<file path="config.mk">
export PLATFORM = sky130hd
export DESIGN_NAME = rpn_stack_calculator_flat
export DESIGN_NICKNAME = d
export VERILOG_FILES = /design/src/rpnc_pkg.sv /design/src/rpnc_if.sv /design/src/rpnc_ram.sv /design/src/rpn_stack_calculator.sv /design/src/flat_wrapper.sv
export SDC_FILE = /design/constraint.sdc
export NUM_CORES = 2
export LEC_CHECK = 0
export ABC_CLOCK_PERIOD_IN_PS = 7800
export BUFFER_PORTS_ARGS = -buffer_cell sky130_fd_sc_hd__buf_4
export CAP_MARGIN = 20
export CORE_MARGIN = 5
export CORE_UTILIZATION = 40
export DETAILED_ROUTE_END_ITERATION = 7
export SLEW_MARGIN = 0
export SYNTH_ARGS = -nofsm -noshare
export SYNTH_HDL_FRONTEND = slang
export SYNTH_SLANG_ARGS = --single-unit
</file>
<file path="constraint.sdc">
create_clock -name clk -period 7.8 [get_ports clk]
set_input_delay 1.56 -clock clk [delete_from_list [all_inputs] [get_ports clk]]
set_output_delay 1.56 -clock clk [all_outputs]
set_load 0.01 [all_outputs]
</file>
<file path="src/rpnc_pkg.sv">
// ---------------------------------------------------------------------------
// rpnc_pkg
// Shared widths, command codes and status codes of the RPN stack calculator.
// ---------------------------------------------------------------------------
`default_nettype none

package rpnc_pkg;

  localparam int unsigned DATA_W          = 32;
  localparam int unsigned CMD_W           = 3;
  localparam int unsigned STATUS_W        = 2;
  localparam int unsigned STACK_DEPTH_DEF = 16;
  localparam int unsigned DEPTH_W_DEF     = $clog2(STACK_DEPTH_DEF + 1);

  typedef logic [CMD_W-1:0]    cmd_t;
  typedef logic [STATUS_W-1:0] status_t;
  typedef logic [DATA_W-1:0]   data_t;

  localparam cmd_t CMD_PUSH = 3'd0;
  localparam cmd_t CMD_DROP = 3'd1;
  localparam cmd_t CMD_ADD  = 3'd2;
  localparam cmd_t CMD_SUB  = 3'd3;
  localparam cmd_t CMD_MUL  = 3'd4;
  localparam cmd_t CMD_DIV  = 3'd5;
  localparam cmd_t CMD_MIN  = 3'd6;

  localparam status_t ST_OK      = 2'd0;
  localparam status_t ST_UNDER   = 2'd1;
  localparam status_t ST_FULL    = 2'd2;
  localparam status_t ST_DIVZERO = 2'd3;

endpackage

`default_nettype wire

</file>
<file path="src/rpnc_if.sv">
// ---------------------------------------------------------------------------
// rpnc_if
// Valid/ready channels of the RPN stack calculator: command in, result out.
// ---------------------------------------------------------------------------
`default_nettype none

interface rpnc_in_if;
  logic                                valid;
  logic                                ready;
  logic [rpnc_pkg::CMD_W-1:0]          cmd;
  logic signed [rpnc_pkg::DATA_W-1:0]  push_value;

  modport source (output valid, output cmd, output push_value, input ready);
  modport sink   (input valid, input cmd, input push_value, output ready);
endinterface

interface rpnc_out_if #(
  parameter int unsigned DEPTH_W = rpnc_pkg::DEPTH_W_DEF
);
  logic                                valid;
  logic                                ready;
  logic signed [rpnc_pkg::DATA_W-1:0]  top_value;
  logic [DEPTH_W-1:0]                  stack_depth;
  logic [rpnc_pkg::STATUS_W-1:0]       status;

  modport source (output valid, output top_value, output stack_depth, output status,
                  input ready);
  modport sink   (input valid, input top_value, input stack_depth, input status,
                  output ready);
endinterface

`default_nettype wire

</file>
<file path="src/rpnc_ram.sv">
// ---------------------------------------------------------------------------
// rpnc_ram
// Generic single-write, single-read RAM with registered read data.
// ---------------------------------------------------------------------------
`default_nettype none

module rpnc_ram #(
  parameter int unsigned WIDTH = 32,
  parameter int unsigned DEPTH = 16
) (
  input  wire logic                     clk,
  input  wire logic                     we,
  input  wire logic [$clog2(DEPTH)-1:0] waddr,
  input  wire logic [WIDTH-1:0]         wdata,
  input  wire logic [$clog2(DEPTH)-1:0] raddr,
  output logic      [WIDTH-1:0]         rdata
);

  logic [WIDTH-1:0] mem [DEPTH];

  always_ff @(posedge clk) begin
    if (we) begin
      mem[waddr] <= wdata;
    end
    rdata <= mem[raddr];
  end

endmodule

`default_nettype wire

</file>
<file path="src/rpn_stack_calculator.sv">
// ---------------------------------------------------------------------------
// rpn_stack_calculator
// Reverse-Polish integer calculator on a RAM-backed stack with one shared
// 33-bit adder/subtractor and a small sequencer.
// ---------------------------------------------------------------------------
// Usage:
//   in_ch carries one command word (cmd, push_value); out_ch returns one
//   result word per command (top_value, stack_depth, status).
//   in_ch.ready is high only while the sequencer is idle; one command is
//   worked on at a time.
//   After accept: push, drop without a new top, unused codes and errors
//   go straight to the output register; drop with a new top reads it
//   first; add and subtract read the first operand and write back;
//   multiply reads, multiplies, writes; divide reads, runs 32 restoring
//   steps on the shared subtractor, writes; minimum makes one stack read
//   and compare per entry below the top, then writes. A new command is
//   taken only once the previous result has gone into the output register.
//   The result sits in an output register: while the receiver stalls,
//   the next command is still taken and worked on; its result waits in
//   the sequencer until the output register frees up.
//   Reset empties the stack (depth zero); the RAM contents are not cleared.
// ---------------------------------------------------------------------------
`default_nettype none

module rpn_stack_calculator #(
  parameter int unsigned STACK_DEPTH = rpnc_pkg::STACK_DEPTH_DEF
) (
  input  wire logic clk,
  input  wire logic rst_n,
  rpnc_in_if.sink   in_ch,
  rpnc_out_if.source out_ch
);

  import rpnc_pkg::*;

  localparam int unsigned AW = (STACK_DEPTH > 1) ? $clog2(STACK_DEPTH) : 1;
  localparam int unsigned DW = $clog2(STACK_DEPTH + 1);

  localparam logic [2:0] S_IDLE    = 3'd0;
  localparam logic [2:0] S_RD_TOP  = 3'd1;
  localparam logic [2:0] S_RD_A    = 3'd2;
  localparam logic [2:0] S_MUL     = 3'd3;
  localparam logic [2:0] S_DIV     = 3'd4;
  localparam logic [2:0] S_DIV_FIX = 3'd5;
  localparam logic [2:0] S_MIN     = 3'd6;
  localparam logic [2:0] S_OUT     = 3'd7;

  // control
  logic [2:0]    state_r, state_nxt;
  logic [DW-1:0] depth_r, depth_nxt;
  logic          out_valid_r, out_valid_nxt;
  // payload
  cmd_t          cmd_r, cmd_nxt;
  status_t       status_r, status_nxt;
  data_t         top_r, top_nxt;
  data_t         opa_r, opa_nxt;     // remainder / running minimum
  data_t         opb_r, opb_nxt;     // divisor magnitude
  data_t         quo_r, quo_nxt;     // dividend shifting into quotient
  data_t         prod_r, prod_nxt;
  logic          neg_r, neg_nxt;
  logic [4:0]    dcnt_r, dcnt_nxt;
  logic [AW-1:0] idx_r, idx_nxt;
  data_t         out_top_r, out_top_nxt;
  logic [DW-1:0] out_depth_r, out_depth_nxt;
  status_t       out_status_r, out_status_nxt;

  // RAM port
  logic          we;
  logic [AW-1:0] waddr, raddr;
  data_t         wdata, rdata;

  // shared adder/subtractor
  logic [DATA_W:0] alu_x, alu_y, alu_res;
  logic            alu_sub;

  logic [DW-1:0] dm1, dm2;
  logic          full;
  data_t         a_abs, b_abs;

  rpnc_ram #(
    .WIDTH (DATA_W),
    .DEPTH (STACK_DEPTH)
  ) u_ram (
    .clk   (clk),
    .we    (we),
    .waddr (waddr),
    .wdata (wdata),
    .raddr (raddr),
    .rdata (rdata)
  );

  assign alu_res = alu_sub ? (alu_x - alu_y) : (alu_x + alu_y);

  assign dm1   = depth_r - DW'(1);
  assign dm2   = depth_r - DW'(2);
  assign full  = (depth_r == DW'(STACK_DEPTH));
  assign a_abs = rdata[DATA_W-1] ? (data_t'(0) - rdata) : rdata;
  assign b_abs = top_r[DATA_W-1] ? (data_t'(0) - top_r) : top_r;

  assign in_ch.ready        = (state_r == S_IDLE);
  assign out_ch.valid       = out_valid_r;
  assign out_ch.top_value   = out_top_r;
  assign out_ch.stack_depth = out_depth_r;
  assign out_ch.status      = out_status_r;

  always_comb begin
    state_nxt      = state_r;
    depth_nxt      = depth_r;
    cmd_nxt        = cmd_r;
    status_nxt     = status_r;
    top_nxt        = top_r;
    opa_nxt        = opa_r;
    opb_nxt        = opb_r;
    quo_nxt        = quo_r;
    prod_nxt       = prod_r;
    neg_nxt        = neg_r;
    dcnt_nxt       = dcnt_r;
    idx_nxt        = idx_r;
    out_top_nxt    = out_top_r;
    out_depth_nxt  = out_depth_r;
    out_status_nxt = out_status_r;
    out_valid_nxt  = out_valid_r;

    we      = 1'b0;
    waddr   = depth_r[AW-1:0];
    wdata   = top_r;
    raddr   = dm2[AW-1:0];
    alu_x   = {rdata[DATA_W-1], rdata};
    alu_y   = {top_r[DATA_W-1], top_r};
    alu_sub = 1'b1;

    if (out_valid_r && out_ch.ready) begin
      out_valid_nxt = 1'b0;
    end

    case (state_r)
      S_IDLE: begin
        if (in_ch.valid) begin
          cmd_nxt    = in_ch.cmd;
          status_nxt = ST_OK;
          state_nxt  = S_OUT;
          case (in_ch.cmd)
            CMD_PUSH: begin
              if (full) begin
                status_nxt = ST_FULL;
              end else begin
                we        = 1'b1;
                wdata     = in_ch.push_value;
                top_nxt   = in_ch.push_value;
                depth_nxt = depth_r + DW'(1);
              end
            end
            CMD_DROP: begin
              if (depth_r == DW'(0)) begin
                status_nxt = ST_UNDER;
              end else begin
                depth_nxt = dm1;
                if (depth_r >= DW'(2)) begin
                  state_nxt = S_RD_TOP;   // raddr already points at new top
                end
              end
            end
            CMD_ADD, CMD_SUB, CMD_MUL, CMD_DIV: begin
              if (depth_r < DW'(2)) begin
                status_nxt = ST_UNDER;
              end else if (in_ch.cmd == CMD_DIV && top_r == data_t'(0)) begin
                status_nxt = ST_DIVZERO;
              end else begin
                state_nxt = S_RD_A;
              end
            end
            CMD_MIN: begin
              if (depth_r == DW'(0)) begin
                status_nxt = ST_UNDER;
              end else begin
                opa_nxt = top_r;
                if (depth_r != DW'(1)) begin
                  idx_nxt   = dm2[AW-1:0];
                  state_nxt = S_MIN;
                end
              end
            end
            default: begin
            end
          endcase
        end
      end

      S_RD_TOP: begin
        top_nxt   = rdata;
        state_nxt = S_OUT;
      end

      // rdata holds the first operand, top_r the second
      S_RD_A: begin
        alu_sub = (cmd_r == CMD_SUB);
        case (cmd_r)
          CMD_ADD, CMD_SUB: begin
            we        = 1'b1;
            waddr     = dm2[AW-1:0];
            wdata     = alu_res[DATA_W-1:0];
            top_nxt   = alu_res[DATA_W-1:0];
            depth_nxt = dm1;
            state_nxt = S_OUT;
          end
          CMD_MUL: begin
            prod_nxt  = rdata * top_r;
            state_nxt = S_MUL;
          end
          default: begin
            neg_nxt   = rdata[DATA_W-1] ^ top_r[DATA_W-1];
            opa_nxt   = '0;
            quo_nxt   = a_abs;
            opb_nxt   = b_abs;
            dcnt_nxt  = '0;
            state_nxt = S_DIV;
          end
        endcase
      end

      S_MUL: begin
        we        = 1'b1;
        waddr     = dm2[AW-1:0];
        wdata     = prod_r;
        top_nxt   = prod_r;
        depth_nxt = dm1;
        state_nxt = S_OUT;
      end

      // one restoring step: shift in next dividend bit, trial subtract
      S_DIV: begin
        alu_x   = {opa_r, quo_r[DATA_W-1]};
        alu_y   = {1'b0, opb_r};
        if (!alu_res[DATA_W]) begin
          opa_nxt = alu_res[DATA_W-1:0];
          quo_nxt = {quo_r[DATA_W-2:0], 1'b1};
        end else begin
          opa_nxt = {opa_r[DATA_W-2:0], quo_r[DATA_W-1]};
          quo_nxt = {quo_r[DATA_W-2:0], 1'b0};
        end
        dcnt_nxt = dcnt_r + 5'd1;
        if (dcnt_r == 5'd31) begin
          state_nxt = S_DIV_FIX;
        end
      end

      S_DIV_FIX: begin
        we        = 1'b1;
        waddr     = dm2[AW-1:0];
        wdata     = neg_r ? (data_t'(0) - quo_r) : quo_r;
        top_nxt   = wdata;
        depth_nxt = dm1;
        state_nxt = S_OUT;
      end

      // rdata is entries[idx_r]; next read address goes out this cycle
      S_MIN: begin
        alu_y = {opa_r[DATA_W-1], opa_r};
        if (alu_res[DATA_W]) begin
          opa_nxt = rdata;
        end
        raddr = idx_r - AW'(1);
        if (idx_r == AW'(0)) begin
          we        = 1'b1;
          waddr     = '0;
          wdata     = alu_res[DATA_W] ? rdata : opa_r;
          top_nxt   = wdata;
          depth_nxt = DW'(1);
          state_nxt = S_OUT;
        end else begin
          idx_nxt = idx_r - AW'(1);
        end
      end

      S_OUT: begin
        if (!out_valid_r || out_ch.ready) begin
          out_valid_nxt  = 1'b1;
          out_top_nxt    = (depth_r != DW'(0)) ? top_r : data_t'(0);
          out_depth_nxt  = depth_r;
          out_status_nxt = status_r;
          state_nxt      = S_IDLE;
        end
      end

      default: begin
        state_nxt = S_IDLE;
      end
    endcase
  end

  always_ff @(posedge clk) begin
    if (!rst_n) begin
      state_r     <= S_IDLE;
      depth_r     <= '0;
      out_valid_r <= 1'b0;
    end else begin
      state_r     <= state_nxt;
      depth_r     <= depth_nxt;
      out_valid_r <= out_valid_nxt;
    end
  end

  always_ff @(posedge clk) begin
    cmd_r        <= cmd_nxt;
    status_r     <= status_nxt;
    top_r        <= top_nxt;
    opa_r        <= opa_nxt;
    opb_r        <= opb_nxt;
    quo_r        <= quo_nxt;
    prod_r       <= prod_nxt;
    neg_r        <= neg_nxt;
    dcnt_r       <= dcnt_nxt;
    idx_r        <= idx_nxt;
    out_top_r    <= out_top_nxt;
    out_depth_r  <= out_depth_nxt;
    out_status_r <= out_status_nxt;
  end

endmodule

`default_nettype wire
</file>
<file path="src/flat_wrapper.sv">
// flat-port wrapper written by rule: the top's interface ports become plain ports
module rpn_stack_calculator_flat import rpnc_pkg::*;
#(
  parameter int unsigned STACK_DEPTH = rpnc_pkg::STACK_DEPTH_DEF
)
  (clk, rst_n, in_ch_valid, in_ch_cmd, in_ch_push_value, in_ch_ready, out_ch_valid, out_ch_top_value, out_ch_stack_depth, out_ch_status, out_ch_ready);
  rpnc_in_if in_ch_i ();
  rpnc_out_if out_ch_i ();
  input  wire logic clk;
  input  wire logic rst_n;
  input wire logic [$bits(in_ch_i.valid)-1:0] in_ch_valid;
  input wire logic [$bits(in_ch_i.cmd)-1:0] in_ch_cmd;
  input wire logic [$bits(in_ch_i.push_value)-1:0] in_ch_push_value;
  output wire logic [$bits(in_ch_i.ready)-1:0] in_ch_ready;
  output wire logic [$bits(out_ch_i.valid)-1:0] out_ch_valid;
  output wire logic [$bits(out_ch_i.top_value)-1:0] out_ch_top_value;
  output wire logic [$bits(out_ch_i.stack_depth)-1:0] out_ch_stack_depth;
  output wire logic [$bits(out_ch_i.status)-1:0] out_ch_status;
  input wire logic [$bits(out_ch_i.ready)-1:0] out_ch_ready;
  assign in_ch_i.valid = in_ch_valid;
  assign in_ch_i.cmd = in_ch_cmd;
  assign in_ch_i.push_value = in_ch_push_value;
  assign in_ch_ready = in_ch_i.ready;
  assign out_ch_valid = out_ch_i.valid;
  assign out_ch_top_value = out_ch_i.top_value;
  assign out_ch_stack_depth = out_ch_i.stack_depth;
  assign out_ch_status = out_ch_i.status;
  assign out_ch_i.ready = out_ch_ready;
  rpn_stack_calculator #(.STACK_DEPTH(STACK_DEPTH)) u_core (.clk(clk), .rst_n(rst_n), .in_ch(in_ch_i), .out_ch(out_ch_i));
endmodule
</file>
# Word level (Yosys, flattened, before mapping)
# Memories as Yosys holds them, arrays and structs flattened. A register that Yosys moved wholly into a read port is not among the register bits.
# Cells that the tools add are included.
# word_totals
register_bits	223
ramBits	512
inputBits	39
memories	1
# classes
addsub	10
multipliers	1
n_lt_le_gt_ge	2
eq_ne	32
n_mux	72
n_bitwise	2
n_reduce_logical	30
# mem_list
name	depth	word_bits	rd	rd_clocked_by_memory_dff	write_ports	line	source
u_core.u_ram.mem	16	32	1	1	1	rpnc_ram.sv:19	logic [WIDTH-1:0] mem [DEPTH];
# ops
cell	count
32-bit two-way mux	14
32-bit one-hot mux with 6 select lines	1
32-bit one-hot mux with 5 select lines	1
32-bit one-hot mux with 4 select lines	1
1-bit by 32-bit subtractor with 32-bit output, first input constant	3
33-bit two-way mux	2
33-bit one-hot mux with 2 select lines	1
32-bit one-hot mux with 2 select lines	1
33-bit adder	1
33-bit subtractor	1
32-bit zero test	1
32-bit by 32-bit multiplier with 32-bit output	1
4-bit two-way mux	8
31-bit two-way mux	1
5-bit two-way mux	6
3-bit two-way mux	9
3-bit == test, second input constant	8
5-bit one-hot mux with 2 select lines	2
5-bit one-hot mux with 4 select lines	1
3-bit by 2-bit == test with 1-bit output, second input constant	6
3-bit one-hot mux with 6 select lines	1
1-bit two-way mux	14
2-bit by 1-bit inequality test with 1-bit output, second input constant	6
4-bit one-hot mux with 3 select lines	1
38 further kinds	58

# Longest topological paths before layout
# depth
depth_word	7
mapped_depth	29
mapped_depth_nobuf	26

# Cells and area by module
# Synthesis repeated with hierarchy kept, for this count alone.
# unflattened
hier_cells	4366
area_unflattened_um2	52262.6
# modules_own_cells
module	n_inst	cells_per_inst	area_per_inst_um2
rpn_stack_calculator	1	3528	32427.4
rpnc_ram	1	838	19835.3

# Worst setup path after synthesis
# Ideal clock, no wire load.
# synth_path
path_kind	register -> register
from	register u_core.u_ram.rdata[13], read port of u_core.u_ram.mem
to	register u_core.prod_r[31], data pin
setup_ns	0.260
t_arrival_ns	7.016
required_ns	7.540
path_slack_ns	0.524
path_stages_with_launch	26
path_buffers	3
period_less_slack_ns	7.276
path_cell_list	dfxtp_1 clkbuf_1 clkbuf_1 clkbuf_1 nand2_1 fa_1 fa_1 inv_1 fa_1 inv_1 fa_1 fa_1 fa_1 inv_1 fa_1 fa_1 ha_1 a211o_1 a21oi_1 nor3b_1 nand3_1 a41oi_1 o21ai_0 a31oi_1 o21ai_0 xnor2_1
# synth_via
elab_chain_len	1
# synth_rtl
item	line	source
from (decl)	rpnc_ram.sv:16	output logic [WIDTH-1:0] rdata
32-bit by 32-bit multiplier with 32-bit output	rpn_stack_calculator.sv:207	prod_nxt = rdata * top_r;
to (signal assigned)	rpn_stack_calculator.sv:310	prod_r <= prod_nxt;
to (decl)	rpn_stack_calculator.sv:59	data_t prod_r, prod_nxt;
# Every way passes these cells.
# A chain may end at the register's enable or synchronous reset.

# Worst setup path in the final report
# layout_path
from	register u_core.top_r[2]
to	register u_core.prod_r[31], data pin
# layout_via
elab_chain_len	1
# layout_rtl
item	line	source
from (decl)	rpn_stack_calculator.sv:55	data_t top_r, top_nxt;
from (signal assigned)	rpn_stack_calculator.sv:306	top_r <= top_nxt;
32-bit by 32-bit multiplier with 32-bit output	rpn_stack_calculator.sv:207	
# Every way passes these cells.

==> metrics.csv <==
stage,metric,value,unit
hold_path,hold crit path type,register to register,
sta,Slew @ Worst Pin,1.23,ns
detailed_routing,met3 WL post-DR,15300,µm
hold_path,hold depth,0,
detailed_routing,drt wl/cell,25.0,µm
sta,final max-slew violation count,0,
logic_synthesis,commonest cells in the netlist,"nand2_1, edfxtp_1, inv_1, fa_1, clkbuf_1",
clocking,Clock Latency Late Sink,0.68,ns
layout,fill cell count,12600,
global_route,largest net degree at the start of global routing,156,
detailed_routing,drt drc,0,
global_route,Total GRT Usage,0.245,
critical_path,buffers and inverters on the worst path,2,
clocking,clock-pin slew on the worst setup and hold paths,0.06,ns
detailed_routing,drt pass-1 iters,6,
global_route,vias in the first global route,40400,
clocking,CTS tree,yes,
clocking,Post-CTS Setup Inserts,0,
detailed_routing,final wirelength,179000,µm
global_route,GR Overflow Total,0,
critical_path,Crit Path Class,register to register,
critical_path,"slowest stage delay, CP",0.62,ns
floorplan,die extent in y,379,µm
critical_path,R2R depth,21,
detailed_routing,wire length on met1,73900,µm
sta,Setup Skew,0.0411,ns
critical_path,reg2reg start,u_core.top_r[2],
logic_synthesis,"FFs w/ async S/R, synth",0,
logic_synthesis,"Distinct cells, synth",84,
critical_path,startpoint types,register,
floorplan,Rows,135,
detailed_routing,WL met2,81300,µm
logic_synthesis,#FFs+latches synth,767,
logic_synthesis,Post-Syn Area per Cell,10.2,µm²
placement,port buffer count,79,
logic_synthesis,main area contributors after synthesis,"edfxtp_1, fa_1, nand2_1",
global_route,initial antenna violation count,15,
critical_path,cells along the critical path,"and2_1, fa_1, inv_1, fa_1, fa_1, fa_1, fa_1, fa_1, inv_1, fa_1, fa_1, ha_1, a211o_1, a21oi_1, nor3b_1, nand3_1, a41oi_1, o21ai_0, a31oi_1, o21ai_0, xnor2_1",
hold_path,hold wc startpoint,u_core.status_r[1],
detailed_routing,via density per instance,5.72,
layout,share of cells above drive strength 1,0.0993,
clocking,H-tree levels,3,
sta,Slew HR,0.178,
critical_path,worst setup path start,u_core.top_r[2],
clocking,root buffer cell,clkbuf_16,
sta,Max Freq,0.134,GHz
logic_synthesis,Syn Std Cell Area,54400,µm²
logic_synthesis,most frequent cell after synthesis,nand2_1,
critical_path,"delay-heaviest family, CP",adder cells,
sta,RSZ-0062 raised after global routing,no,
floorplan,die area,143000,µm²
critical_path,R2R Setup Slk,0.31,ns
layout,fin nets,5924,
logic_synthesis,most common flop cell mapped by yosys,edfxtp_1,
global_route,first-pass GRT wire length,263000,µm
logic_synthesis,register area share after synthesis,0.416,
detailed_routing,Post-DRT Antenna Nets,0,
critical_path,critical path's most frequent cell,fa_1,
floorplan,Die W,379,µm
logic_synthesis,Post-Synthesis Cells,5309,
detailed_routing,Max Used Layer,met4,
critical_path,"Arr. time, crit path",7.91,ns
floorplan,Initial Utilization,0.402,
layout,Area Growth Syn to Fin,10.9,%
clocking,# clock sinks,767,
clocking,Clock Path Buffers,3,
sta,Final Cycle Share,0.960,
clocking,post-CTS resize count,0,
critical_path,"Slowest-stage cell, CP",edfxtp_1,
logic_synthesis,Ys Warns,0,
hold_path,worst min-delay path endpoint,u_core.out_ch.status[1],
detailed_routing,DRT iter0 DRCs,4486,
placement,placed wire-length estimate,123000,µm
sta,Post-Route Setup TNS,0,ns
logic_synthesis,top-area cell type share of the netlist area,0.401,
detailed_routing,via count,41000,
placement,Final GP Congestion,0.932,
logic_synthesis,leading area contributor after synthesis,edfxtp_1,
sta,"Hold Vio Cnt, Final",0,
critical_path,worst r2r dst,u_core.prod_r[31],
critical_path,Critical Path RT,8.22,ns
critical_path,CP Capture Type,register,
run_status,status,finished clean,
floorplan,core area,135000,µm²
flow_run,MaxCap Viol Count,0,
clocking,cts hold-fix bufs,0,
floorplan,I/O Pins,80,
sta,Period minus WS final,7.49,ns
critical_path,worst-path fanout max,16,
sta,Setup-failing EPs final,0,
logic_synthesis,Post-synth EDFFs,726,
clocking,TritonCTS Buffers,85,
logic_synthesis,Syn Nets,5927,
-- cell type report --
type / count / area (µm²) / area share
Antenna cell: 3 / 7.51 / 0.000124
Clock buffer: 105 / 2240 / 0.0372
Clock inverter: 51 / 527 / 0.00873
Inverter: 437 / 1650 / 0.0274
Multi-Input combinational cell: 3736 / 28900 / 0.478
Sequential cell: 767 / 22600 / 0.375
Tap cell: 1781 / 2230 / 0.0369
Timing Repair Buffer: 279 / 2190 / 0.0364
-- how the worst max path moves through the flow --
stage | to | slack (ns) | cells past startpoint
3_5_place_dp | u_core.prod_r[31] | 0.32 | 21
5_1_grt | u_core.prod_r[31] | 0.02 | 21
2_1_floorplan | u_core.prod_r[31] | 0.52 | 25
6_report | u_core.prod_r[31] | 0.31 | 21
4_1_cts | u_core.prod_r[31] | 0.33 | 21
3_3_place_gp | u_core.prod_r[31] | 0.43 | 21
-- per-layer routing --
| layer | GRT usage | up-vias |
|---|---|---|
| li1 | - | 18100 |
| met1 | 0.335 | 20600 |
| met2 | 0.393 | 1884 |
| met3 | 0.0382 | 376 |
| met4 | 0.100 | 0 |
| met5 | 0 | - |
-- state kept, by name, indices dropped and copies added, names as in the netlist, 3 cells and up --
register                   cells
u_core.top_r                  32
u_core.quo_r                  32
u_core.u_ram.mem             512
u_core.prod_r                 32
u_core.dcnt_r                  5
u_core.opa_r                  32
u_core.state_r                 3
u_core.u_ram.rdata            32
u_core.out_ch.top_value       32
u_core.opb_r                  32
u_core.idx_r                   4
u_core.cmd_r                   3
u_core.out_ch.stack_depth      5
u_core.depth_r                 5
-- cell families after synthesis --
logic type,share of synthesized area
multiplexers,0.0365
AND/OR/NAND/NOR,0.171
buffers and inverters,0.0580
XOR/XNOR,0.0385
flip-flops,0.416
AO/OA/AOI/OAI,0.0906
adder cells (fa/ha/maj),0.190
-- metrics by stage --
| stage | utilization | hold WS (ns) | worst slack, ns | instances | cell area, µm² |
|---|---|---|---|---|---|
| 6_report | 0.446 | 0.420 | 0.313 | 7159 | 60300 |
| 3_5_place_dp | 0.425 | 0.407 | 0.321 | 7000 | 57600 |
| 3_3_place_gp | 0.425 | 0.408 | 0.426 | 7000 | 57600 |
| 2_1_floorplan | - | 0.400 | 0.524 | 5309 | 54400 |
| 5_1_grt | 0.446 | 0.423 | 0.0177 | 7156 | 60300 |
| 4_1_cts | 0.446 | 0.421 | 0.328 | 7156 | 60300 |
-- cells in the final DEF (no fill, tap or decap), types with 39 or more instances in the layout --
| master | Yosys | routed |
|---|---|---|
| nand2_1 | 1130 | 1129 |
| edfxtp_1 | 726 | 726 |
| inv_1 | 436 | 435 |
| fa_1 | 409 | 409 |
| and2_1 | 313 | 312 |
| buf_4 | 4 | 271 |
| nand3_1 | 179 | 178 |
| ha_1 | 170 | 170 |
| o21ai_0 | 162 | 160 |
| xnor2_1 | 151 | 151 |
| a21oi_1 | 150 | 148 |
| nor2_1 | 130 | 109 |
| mux2i_1 | 100 | 100 |
| a311oi_1 | 96 | 96 |
| xor2_1 | 85 | 85 |
| clkbuf_16 | 0 | 85 |
| and3_1 | 84 | 83 |
| mux2_2 | 73 | 73 |
| a31oi_1 | 47 | 47 |
| a221oi_1 | 43 | 43 |
| dfxtp_1 | 41 | 39 |
Power is left out: the tool's default activity adds up to more than one toggle a clock period on the data nets, which glitch-free logic cannot reach.
